<file path="src/hw/rtl/sfta_pkg.sv">
package sfta_pkg;

    // Primitive kind, latched from the first vertex of each primitive.
    typedef enum logic {
        MODE_STRIP = 1'b0,
        MODE_FAN   = 1'b1
    } t_mode;

    // Corners per triangle word, corner a in the lowest bits.
    localparam int TRI_CORNERS = 3;

    // Depth of the triangle queue between the assembly stage and the output stage.
    localparam int FIFO_DEPTH = 4;

endpackage

</file>
<file path="src/hw/rtl/strip_fan_triangle_assembly.sv">
// A finished triangle passes the assembly register, the queue and the output register in turn.
// One vertex per cycle unless stalled; a four-triangle queue decouples assembly from output.
// Back-pressure on the master side stalls the slave side only once that queue is full.
// Reset is synchronous and active low; it empties the queue and output and starts a new
// primitive with the next vertex.
module strip_fan_triangle_assembly
    import sfta_pkg::*;
#(
    parameter int INDEX_WIDTH = 16
) (
    input  logic                  i_clk,
    input  logic                  i_rst_n,
    input  logic                  s_axis_tvalid,
    output logic                  s_axis_tready,
    // tdata: vertex_index
    input  logic [((INDEX_WIDTH+7)/8)*8-1:0] s_axis_tdata,
    // tuser: fan_mode in bit 0, first_vertex in bit 1
    input  logic [1:0]            s_axis_tuser,
    input  logic                  s_axis_tlast,
    output logic                  m_axis_tvalid,
    input  logic                  m_axis_tready,
    // tdata: corner_a, corner_b, corner_c from the lowest bits up, zero filled to whole bytes
    output logic [((TRI_CORNERS*INDEX_WIDTH+7)/8)*8-1:0] m_axis_tdata
);

    localparam int TRI_W      = TRI_CORNERS * INDEX_WIDTH;
    localparam int OUT_DATA_W = ((TRI_W + 7) / 8) * 8;

    logic             push_valid;
    logic             push_ready;
    logic [TRI_W-1:0] push_tri;
    logic             pop_valid;
    logic             pop;
    logic [TRI_W-1:0] pop_tri;
    logic [TRI_W-1:0] out_tri;

    // The assembly stage holds the primitive's vertex history and classifies each word:
    // the first vertex latches the strip or fan kind, the third and later form a triangle that
    // is kept only if its corners differ (a three-vertex primitive is always kept).
    sfta_front #(
        .INDEX_WIDTH (INDEX_WIDTH)
    ) u_front (
        .i_clk        (i_clk),
        .i_rst_n      (i_rst_n),
        .i_valid      (s_axis_tvalid),
        .o_ready      (s_axis_tready),
        .i_vertex     (s_axis_tdata[INDEX_WIDTH-1:0]),
        .i_fan        (s_axis_tuser[0]),
        .i_first      (s_axis_tuser[1]),
        .i_last       (s_axis_tlast),
        .o_push_valid (push_valid),
        .i_push_ready (push_ready),
        .o_push_tri   (push_tri)
    );

    // Short queue of finished triangles so either side may stall on its own.
    sfta_fifo #(
        .WIDTH (TRI_W)
    ) u_fifo (
        .i_clk        (i_clk),
        .i_rst_n      (i_rst_n),
        .i_push_valid (push_valid),
        .o_push_ready (push_ready),
        .i_push_data  (push_tri),
        .o_pop_valid  (pop_valid),
        .i_pop        (pop),
        .o_pop_data   (pop_tri)
    );

    // Output register that drives the master side.
    sfta_back #(
        .INDEX_WIDTH (INDEX_WIDTH)
    ) u_back (
        .i_clk   (i_clk),
        .i_rst_n (i_rst_n),
        .i_avail (pop_valid),
        .o_pop   (pop),
        .i_tri   (pop_tri),
        .o_valid (m_axis_tvalid),
        .i_ready (m_axis_tready),
        .o_tri   (out_tri)
    );

    assign m_axis_tdata = OUT_DATA_W'(out_tri);

endmodule

</file>
<file path="src/hw/rtl/sfta_front.sv">
module sfta_front
    import sfta_pkg::*;
#(
    parameter int INDEX_WIDTH = 16
) (
    input  logic                               i_clk,
    input  logic                               i_rst_n,
    input  logic                               i_valid,
    output logic                               o_ready,
    input  logic [INDEX_WIDTH-1:0]             i_vertex,
    input  logic                               i_fan,
    input  logic                               i_first,
    input  logic                               i_last,
    output logic                               o_push_valid,
    input  logic                               i_push_ready,
    output logic [TRI_CORNERS*INDEX_WIDTH-1:0] o_push_tri
);

    logic                               r_vld;
    logic [TRI_CORNERS*INDEX_WIDTH-1:0] r_tri;
    logic [INDEX_WIDTH-1:0]             r_anchor;
    logic [INDEX_WIDTH-1:0]             r_older;
    logic [INDEX_WIDTH-1:0]             r_newer;
    logic [1:0]                         r_seen;
    logic                               r_parity;
    t_mode                              r_mode;

    logic                               fire;
    logic                               start;
    logic                               emit;
    logic                               distinct;
    logic [INDEX_WIDTH-1:0]             ca;
    logic [INDEX_WIDTH-1:0]             cb;
    logic [INDEX_WIDTH-1:0]             cc;

    assign o_ready      = !r_vld || i_push_ready;
    assign fire         = i_valid && o_ready;
    assign o_push_valid = r_vld;
    assign o_push_tri   = r_tri;

    // Pick the corners for the current vertex and decide whether a triangle comes out.
    always_comb begin
        start = i_first || (r_seen == 2'd0);
        if (r_seen == 2'd2 && i_last) begin
            // Exactly three vertices: plain triangle, no repeat check.
            ca = r_older;
            cb = r_newer;
            cc = i_vertex;
        end else if (r_mode == MODE_FAN) begin
            ca = r_newer;
            cb = i_vertex;
            cc = r_anchor;
        end else if (!r_parity) begin
            ca = r_older;
            cb = i_vertex;
            cc = r_newer;
        end else begin
            ca = r_older;
            cb = r_newer;
            cc = i_vertex;
        end
        distinct = (ca != cb) && (cb != cc) && (cc != ca);
        emit = !start && ((r_seen == 2'd2 && i_last) || (r_seen >= 2'd2 && distinct));
    end

    always_ff @(posedge i_clk) begin
        if (!i_rst_n) begin
            r_vld    <= 1'b0;
            r_seen   <= 2'd0;
            r_parity <= 1'b0;
        end else begin
            if (fire) begin
                r_vld <= emit;
                if (i_last) begin
                    // The primitive ends here; the next vertex opens a new one.
                    r_seen   <= 2'd0;
                    r_parity <= 1'b0;
                end else if (start) begin
                    r_seen   <= 2'd1;
                    r_parity <= 1'b1;
                end else begin
                    if (r_seen != 2'd3) begin
                        r_seen <= r_seen + 2'd1;
                    end
                    r_parity <= !r_parity;
                end
            end else if (i_push_ready) begin
                r_vld <= 1'b0;
            end
        end
    end

    always_ff @(posedge i_clk) begin
        if (fire) begin
            r_tri <= {cc, cb, ca};
            if (start) begin
                r_mode   <= t_mode'(i_fan);
                r_anchor <= i_vertex;
                r_older  <= '0;
                r_newer  <= i_vertex;
            end else begin
                r_older <= r_newer;
                r_newer <= i_vertex;
            end
        end
    end

endmodule

</file>
<file path="src/hw/rtl/sfta_fifo.sv">
module sfta_fifo
    import sfta_pkg::*;
#(
    parameter int WIDTH = 48
) (
    input  logic             i_clk,
    input  logic             i_rst_n,
    input  logic             i_push_valid,
    output logic             o_push_ready,
    input  logic [WIDTH-1:0] i_push_data,
    output logic             o_pop_valid,
    input  logic             i_pop,
    output logic [WIDTH-1:0] o_pop_data
);

    localparam int AW = $clog2(FIFO_DEPTH);
    localparam int CW = $clog2(FIFO_DEPTH + 1);

    logic [WIDTH-1:0] r_mem [FIFO_DEPTH];
    logic [AW-1:0]    r_wptr;
    logic [AW-1:0]    r_rptr;
    logic [CW-1:0]    r_count;
    logic             push;
    logic             pop;

    assign o_push_ready = (r_count != CW'(FIFO_DEPTH));
    assign o_pop_valid  = (r_count != '0);
    assign push         = i_push_valid && o_push_ready;
    assign pop          = i_pop && o_pop_valid;
    assign o_pop_data   = r_mem[r_rptr];

    always_ff @(posedge i_clk) begin
        if (!i_rst_n) begin
            r_wptr  <= '0;
            r_rptr  <= '0;
            r_count <= '0;
        end else begin
            if (push) begin
                r_wptr <= (r_wptr == AW'(FIFO_DEPTH - 1)) ? '0 : r_wptr + 1'b1;
            end
            if (pop) begin
                r_rptr <= (r_rptr == AW'(FIFO_DEPTH - 1)) ? '0 : r_rptr + 1'b1;
            end
            if (push && !pop) begin
                r_count <= r_count + 1'b1;
            end else if (pop && !push) begin
                r_count <= r_count - 1'b1;
            end
        end
    end

    always_ff @(posedge i_clk) begin
        if (push) begin
            r_mem[r_wptr] <= i_push_data;
        end
    end

endmodule

</file>
<file path="src/hw/rtl/sfta_back.sv">
module sfta_back
    import sfta_pkg::*;
#(
    parameter int INDEX_WIDTH = 16
) (
    input  logic                               i_clk,
    input  logic                               i_rst_n,
    input  logic                               i_avail,
    output logic                               o_pop,
    input  logic [TRI_CORNERS*INDEX_WIDTH-1:0] i_tri,
    output logic                               o_valid,
    input  logic                               i_ready,
    output logic [TRI_CORNERS*INDEX_WIDTH-1:0] o_tri
);

    logic                               r_vld;
    logic [TRI_CORNERS*INDEX_WIDTH-1:0] r_tri;

    // Refill the output register whenever it is empty or being taken.
    assign o_pop   = i_avail && (!r_vld || i_ready);
    assign o_valid = r_vld;
    assign o_tri   = r_tri;

    always_ff @(posedge i_clk) begin
        if (!i_rst_n) begin
            r_vld <= 1'b0;
        end else if (o_pop) begin
            r_vld <= 1'b1;
        end else if (i_ready) begin
            r_vld <= 1'b0;
        end
    end

    always_ff @(posedge i_clk) begin
        if (o_pop) begin
            r_tri <= i_tri;
        end
    end

endmodule

</file>
<file path="config.mk">
export PLATFORM = sky130hd
export DESIGN_NAME = strip_fan_triangle_assembly
export DESIGN_NICKNAME = d
export VERILOG_FILES = /design/src/hw/rtl/sfta_pkg.sv /design/src/hw/rtl/strip_fan_triangle_assembly.sv /design/src/hw/rtl/sfta_front.sv /design/src/hw/rtl/sfta_fifo.sv /design/src/hw/rtl/sfta_back.sv
export SDC_FILE = /design/constraint.sdc
export NUM_CORES = 1
export LEC_CHECK = 0
export BUFFER_PORTS_ARGS = -buffer_cell sky130_fd_sc_hd__buf_4
export CAP_MARGIN = 20
export CORE_MARGIN = 8
export CORE_UTILIZATION = 50
export DETAILED_ROUTE_END_ITERATION = 8
export PLACE_DENSITY = 0.68
export SLEW_MARGIN = 20
export SYNTH_ARGS = -nofsm -noshare
export SYNTH_HDL_FRONTEND = slang
export SYNTH_HIERARCHICAL = 1
export SYNTH_SLANG_ARGS = --single-unit
</file>
<file path="constraint.sdc">
create_clock -name i_clk -period 5.9 [get_ports i_clk]
set_clock_uncertainty 0.1 [all_clocks]
set_input_delay 0 -clock i_clk [delete_from_list [all_inputs] [get_ports i_clk]]
set_output_delay 0 -clock i_clk [all_outputs]
set_load 0.02 [all_outputs]
</file>
* Word level (Yosys, flattened, before mapping) *
Memory sizes are Yosys's and may differ from the RTL's. A register that Yosys moved wholly into a read port is not among the register bits.
Index checks and enable logic that the tools add are counted.

storage, ports and cells
  register bits = 109
  bits in writable memories = 192
  bits of input ports = 23
  output and inout bits = 50
  logic and storage cells = 79
  memories kept = 1

operators by class
  add/sub/neg operators = 5
  magnitude comparators = 1
  equal/unequal tests = 8
  muxes and demuxes = 23
  reductions and logical operators = 29

memories
  memory        depth  width  read ports  clocked after memory_dff  wr ports  line             source
  u_fifo.r_mem  4      48     1           1                         1         sfta_fifo.sv:19  logic [WIDTH-1:0] r_mem [FIFO_DEPTH];

operators by type and width
  kind                                               number
  two-way mux 16 bit                                 8
  != test 16 bit                                     3
  logical AND 1 bit                                  11
  two-way mux 2 bit                                  5
  two-way mux 1 bit                                  8
  adder 2 x 1 -> 2 bit (second input constant)       3
  == test 2 bit (second input constant)              3
  logical NOT 1 bit                                  6
  two-way mux 3 bit                                  2
  nonzero test 2 bit                                 3
  nonzero test 3 bit                                 2
  logical OR 1 bit                                   4
  AND reduction 2 bit                                2
  adder 3 x 1 -> 3 bit (second input constant)       1
  != test 3 bit (second input constant)              1
  subtractor 3 x 1 -> 3 bit (second input constant)  1
  >= comparator 2 bit (second input constant)        1
  logical NOT 2 bit                                  1
  != test 2 bit (second input constant)              1

* Logic depth before layout (Yosys ltp) *
  depth in word-level cells = 10
  mapped depth = 13
  gate-level depth less buffers = 10

* By module *
The synthesis kept the hierarchy.

by module, submodules not included
  module      times used  cells an instance  area an instance (um^2)  sequential area each (um^2)
  sfta_fifo   1           301                7400.8                   5945.7
  sfta_front  1           369                4973.5                   2992.9
  sfta_back   1           52                 1488.9                   1461.4

* Worst setup path before layout *
Ideal clock, no wire load.

  path type = flip-flop to flip-flop
  from = register u_fifo.r_count[0]
  to = register u_fifo.r_count[2]
  arrival time = 4.471 ns
  required time = 5.724 ns
  setup slack = 1.253 ns
  stages on the path, launching flop included = 10
  path buffers = 0
  clock period less this slack = 4.647 ns
  cell sequence = dfxtp_1 or3_2 nor2b_1 o31ai_1 ha_1 inv_1 fa_1 xor2_1 or3_2 a21boi_0

on the way
  word-level cells in the longest chain between the ends = 6
  elaborated cells between the ends (all ways) = 14
  classes of those cells = add/sub: 2; eq/ne: 1; mux: 2; reduce/logical: 9

RTL lines
  element                                                  line                               source
  start: declaration                                       sfta_fifo.sv:22                    logic [CW-1:0] r_count;
  start signal: assignment                                 sfta_fifo.sv:45                    r_count <= r_count + 1'b1;
  start signal: assignment                                 sfta_fifo.sv:47                    r_count <= r_count - 1'b1;
  nonzero test 3 bit *                                     sfta_fifo.sv:27                    assign o_pop_valid = (r_count != '0);
  via pop_valid                                            strip_fan_triangle_assembly.sv:32  logic pop_valid;
  logical AND 1 bit *                                      sfta_back.sv:20                    assign o_pop = i_avail && (!r_vld || i_ready);
  via pop                                                  strip_fan_triangle_assembly.sv:33  logic pop;
  logical AND 1 bit *                                      sfta_fifo.sv:29                    assign pop = i_pop && o_pop_valid;
  logical NOT 1 bit                                        sfta_fifo.sv:44                    if (push && !pop) begin
  logical AND 1 bit                                        sfta_fifo.sv:44
  two-way mux 3 bit or nonzero test 2 bit (tied branches)  --

The timed path passes the listed nets; every way through them passes the cells marked *. The select of a mux whose other input is x is not followed.
A chain may end at the register's enable or synchronous reset.

* Worst setup path in the final report *
  from = register u_fifo.r_count[0]
  to = register u_front.r_seen[1]

on the way
  word-level cells in the longest chain between the ends = 4

RTL lines
  element                               line                               source
  != test 3 bit                         sfta_fifo.sv:26                    assign o_push_ready = (r_count != CW'(FIFO_DEPTH));
  via push_ready                        strip_fan_triangle_assembly.sv:30  logic push_ready;
  logical OR 1 bit                      sfta_front.sv:36                   assign o_ready = !r_vld || i_push_ready;
  logical AND 1 bit                     sfta_front.sv:37                   assign fire = i_valid && o_ready;
  via u_front.fire                      sfta_front.sv:28                   logic fire;
  AND reduction 2 bit (no source line)  --
  end signal: assignment                sfta_front.sv:83                   r_seen <= r_seen + 2'd1;
  end: declaration                      sfta_front.sv:24                   logic [1:0] r_seen;

The timed path passes the listed nets, and every way through them passes these cells.

==> out/summary.json <==
{
  "floorplan": {
    "floorplan.rows": 61,
    "start_util_pct": 50.3,
    "top_level_ports": 73,
    "die_area_um2": 33300,
    "width_of_the_die_um": 183,
    "core-area_um2": 27600,
    "die-height_um": 183
  },
  "sta": {
    "sum_of_negative_setup_slack_ps": 0,
    "worst_slew_margin_rel_pct": 47.0,
    "final_hold_viol_count": 0,
    "worst-slew-pin-transition_ps": 795,
    "max_freq_mhz": 253,
    "period_share_pct": 67.1,
    "fin_hold_ws_ps": 128,
    "report.final.slew_viol_count": 0,
    "setup_viol": 0,
    "min_period_ps": 3960,
    "grt_setup_unrepaired": "no"
  },
  "drt": {
    "remaining_drc_errors": 0,
    "detail_route.iter0.violations": 571,
    "detail_route.wirelength_um": 27000,
    "routed-via-count": 6909,
    "avgViaCountPerCell": 5.56,
    "wire_per_inst_um": 21.7,
    "detail-route-antenna-nets": 0,
    "drt_first_pass_iters": 5
  },
  "setup_path": {
    "worst-path-max-fanout": 54,
    "critical_path.reg2reg.endpoint": "u_front/r_seen[1]",
    "worst-r2r-cell-count": 9,
    "setup_crit_start_kind": "register",
    "end_kind": "register",
    "critical_path_required_ps": 6250,
    "critical_path_class": "register to register",
    "r2r-start": "u_fifo/r_count[0]",
    "worst-r2r-setup-slack_ps": 1940,
    "arrival_time_at_the_worst_endpoint_ps": 4310
  },
  "global_route": {
    "groute.layer.met3.usage_pct": 2.82,
    "grt_overflow": 0,
    "grt_max_degree": 55,
    "gr-usage-met1_pct": 21.3,
    "via_count_of_the_first_global_routing_pass": 7357,
    "met2_grt_util_pct": 28.3,
    "grt_pass1_wl_um": 42500,
    "busiest_layer": "met2",
    "antenna_found_initial": 0,
    "groute.usage.overall_pct": 16.5
  },
  "hold_path": {
    "timing.hold.worst.start": "s_axis_tuser[0]",
    "min-delay-path-class": "input pin to register",
    "worstHoldPathCells": 2,
    "worst_min_delay_path_endpoint": "u_front/r_mode"
  },
  "synthesis": {
    "synth_top_flop_cell": "sky130_fd_sc_hd__edfxtp_1",
    "syn_area_per_cell_um2": 19.2,
    "number_of_synthesized_flops_with_an_enable_pin": 337,
    "synth-seq-area-share_pct": 75.0,
    "syn-instance-count": 722,
    "number_of_storage_elements_in_the_synthesis_netlist": 351,
    "synth_fp_nets": 755,
    "async_flop_share_pct": 0,
    "yosys_warns": 6,
    "distinct_cell_type_count_of_the_synthesized_netlist": 53,
    "mappedNetlistArea_um2": 13900
  },
  "clock_network": {
    "cts-buffers-inserted": 36,
    "clock_insertion_delay_worst_skew_ps": 500,
    "ctsHtreeMaxLevel": 2,
    "clkSlewWorstSetupHoldPaths_ps": 60,
    "numClockSinks": 351,
    "cts_max_path_buffers": 3,
    "ctsRootBufferMaster": "sky130_fd_sc_hd__clkbuf_16",
    "postCtsSetupBuffers": 0,
    "cts_tree": "done"
  },
  "power": {
    "cellPowerDensity_nw_per_um2": 318,
    "worst_ir_drop_vdd_mv": 0.179,
    "leakage_nw": 5.43
  },
  "final_layout": {
    "final_layout_size_suffix_gt1_share_pct": 25.8,
    "num-fill-cells": 2035,
    "finish.net_count": 875,
    "syn2layout_area_growth_pct": 16.6,
    "ant_diodes": 0
  },
  "placed_design": {
    "io_buffer_count": 72,
    "dp.final_hpwl_um": 16700,
    "gp_congestion": 0.897
  },
  "outcome": {
    "outcome": "finished, final reports clean"
  },
  "flow_run": {
    "drv.max_cap_violation_count": 0
  }
}
==> critical path, cell delays in order, from the launching register on <==
cell and delay [ps]:
sky130_fd_sc_hd__dfxtp_1 430, sky130_fd_sc_hd__or3b_1 240, sky130_fd_sc_hd__nand2b_1 250, sky130_fd_sc_hd__nand2_1 200, sky130_fd_sc_hd__inv_2 520, sky130_fd_sc_hd__buf_4 690
sky130_fd_sc_hd__nand4b_1 150, sky130_fd_sc_hd__dlygate4sd3_1 590, sky130_fd_sc_hd__a21boi_0 140, sky130_fd_sc_hd__dlygate4sd3_1 560
==> layer usage <==
metal | wire length, um | up-vias
li1 | - | 3113
met1 | 11600 | 3582
met2 | 13600 | 175
met3 | 1140 | 39
met4 | 612 | 0
met5 | 0 | -
==> how the worst max path moves through the flow <==
stage	start	to	depth (start not counted)
4_1_cts	u_fifo/r_count[0]	u_front/r_seen[1]	9
2_1_floorplan	u_fifo/r_count[0]	u_fifo/r_count[2]	9
3_5_place_dp	u_front/r_seen[0]	u_front/o_push_valid	11
3_3_place_gp	u_front/r_seen[0]	u_front/o_push_valid	11
6_report	u_fifo/r_count[0]	u_front/r_seen[1]	9
5_1_grt	u_fifo/r_count[0]	u_front/r_seen[1]	9
==> Yosys cell counts (2+ instances only) <==
master                        n  area, um2
sky130_fd_sc_hd__a21oi_1     11       55.1
sky130_fd_sc_hd__xnor2_1     31        272
sky130_fd_sc_hd__nor2b_1      4       25.0
sky130_fd_sc_hd__dfxtp_1     14        280
sky130_fd_sc_hd__and2_1      18        113
sky130_fd_sc_hd__mux4_2      48       1080
sky130_fd_sc_hd__and3_2       4       30.0
sky130_fd_sc_hd__nor3_1       3       15.0
sky130_fd_sc_hd__and3_1       2       12.5
sky130_fd_sc_hd__a211o_1      8       70.1
sky130_fd_sc_hd__mux2i_1     34        340
sky130_fd_sc_hd__edfxtp_1   337      10100
sky130_fd_sc_hd__nand2b_1     2       12.5
sky130_fd_sc_hd__nand2_1     23       86.3
sky130_fd_sc_hd__mux2i_4      2       45.0
sky130_fd_sc_hd__nand4_1      7       43.8
sky130_fd_sc_hd__o211ai_1    10       75.1
sky130_fd_sc_hd__or4_1        2       15.0
sky130_fd_sc_hd__clkbuf_1     8       30.0
sky130_fd_sc_hd__buf_6        7       78.8
sky130_fd_sc_hd__nand3_1      4       20.0
sky130_fd_sc_hd__buf_2        9       45.0
sky130_fd_sc_hd__xor2_1       8       70.1
sky130_fd_sc_hd__buf_4        4       30.0
sky130_fd_sc_hd__ha_1         9        113
sky130_fd_sc_hd__nor2_1       8       30.0
sky130_fd_sc_hd__a2111oi_0    3       26.3
sky130_fd_sc_hd__or3_1        4       25.0
sky130_fd_sc_hd__or3_2        2       15.0
sky130_fd_sc_hd__inv_1       15       56.3
sky130_fd_sc_hd__o21ai_0     34        170
sky130_fd_sc_hd__a21boi_0     3       22.5
sky130_fd_sc_hd__nor4_1       4       25.0
sky130_fd_sc_hd__mux2_2      21        236
==> logic make-up (layout without fill, tap and decap cells) <==
| family | after synthesis | after routing | share of synthesized area (%) |
|---|---|---|---|
| DFF | 351 | 351 | 75.0 |
| muxes | 106 | 106 | 12.4 |
| and+or+nand+nor | 95 | 95 | 3.89 |
| AOI/OAI and AO/OA | 77 | 77 | 3.53 |
| buffers and inverters | 44 | 186 | 1.76 |
| xor gates and xnor gates | 39 | 39 | 2.46 |
| adders and majority gates | 10 | 10 | 0.957 |
==> cells in the final DEF, fill, tap and decap left out, types with 9 or more instances in the layout <==
| cell | n |
|---|---|
| sky130_fd_sc_hd__edfxtp_1 | 337 |
| sky130_fd_sc_hd__o21ai_0 | 34 |
| sky130_fd_sc_hd__and2_1 | 18 |
| sky130_fd_sc_hd__a21oi_1 | 11 |
| sky130_fd_sc_hd__clkbuf_16 | 37 |
| sky130_fd_sc_hd__mux2_2 | 21 |
| sky130_fd_sc_hd__xnor2_1 | 31 |
| sky130_fd_sc_hd__inv_1 | 14 |
| sky130_fd_sc_hd__mux4_2 | 48 |
| sky130_fd_sc_hd__o211ai_1 | 10 |
| sky130_fd_sc_hd__ha_1 | 9 |
| sky130_fd_sc_hd__mux2i_1 | 34 |
| sky130_fd_sc_hd__nand2_1 | 23 |
| sky130_fd_sc_hd__dfxtp_1 | 12 |
| sky130_fd_sc_hd__buf_4 | 86 |
| sky130_fd_sc_hd__dlygate4sd3_1 | 24 |
==> registers in the layout (all words and copies together) (netlist names), named ones only <==
name / cells
u_front/o_push_tri: 48
u_fifo/r_count: 3
u_fifo/r_rptr: 2
u_front/r_anchor: 16
u_back/o_valid: 1
u_fifo/r_wptr: 2
u_front/r_mode: 1
u_back/o_tri: 48
u_front/r_parity: 1
u_front/r_seen: 2
u_front/o_push_valid: 1
u_fifo/r_mem: 192
u_front/r_newer: 16
u_front/r_older: 16
==> layout make-up <==
type                       instances  area, um2  share of cell area, %
clock inverter                    16        133                  0.821
sequential                       351      10400                   64.4
inverter                          15       56.3                  0.348
multi-input combinational        327       3230                   20.0
clock buffer                      44        952                   5.89
timing repair buffer             111        913                   5.65
tap                              378        473                   2.93
==> through the flow <==
stage | setup slack (ps) | util [%] | power, W | cell area [um2] | cells
2_1_floorplan | 1250 | - | 0.00300 | 13900 | 722
3_3_place_gp | 2400 | 53.7 | 0.00308 | 14800 | 1157
3_5_place_dp | 2370 | 53.7 | 0.00308 | 14800 | 1157
4_1_cts | 1890 | 58.5 | 0.00519 | 16100 | 1241
5_1_grt | 1630 | 58.6 | 0.00531 | 16200 | 1242
6_report | 1940 | 58.6 | 0.00515 | 16200 | 1242
==> power by group <==
group / total (W) / switching (W) / internal (W)
sequential: 0.00283 / 0.0000415 / 0.00279
clock: 0.00210 / 0.000871 / 0.00123
combinational: 0.000214 / 0.000123 / 0.0000912
total: 0.00515 / 0.00104 / 0.00411
==> timing repair <==
| action | CTS | global route |
|---|---|---|
| hold buffers | 24 | 0 |
| gates resized for setup | 0 | 0 |
| endpoints found under the hold margin | 79 | 0 |
(Power assumes the default switching activity.)
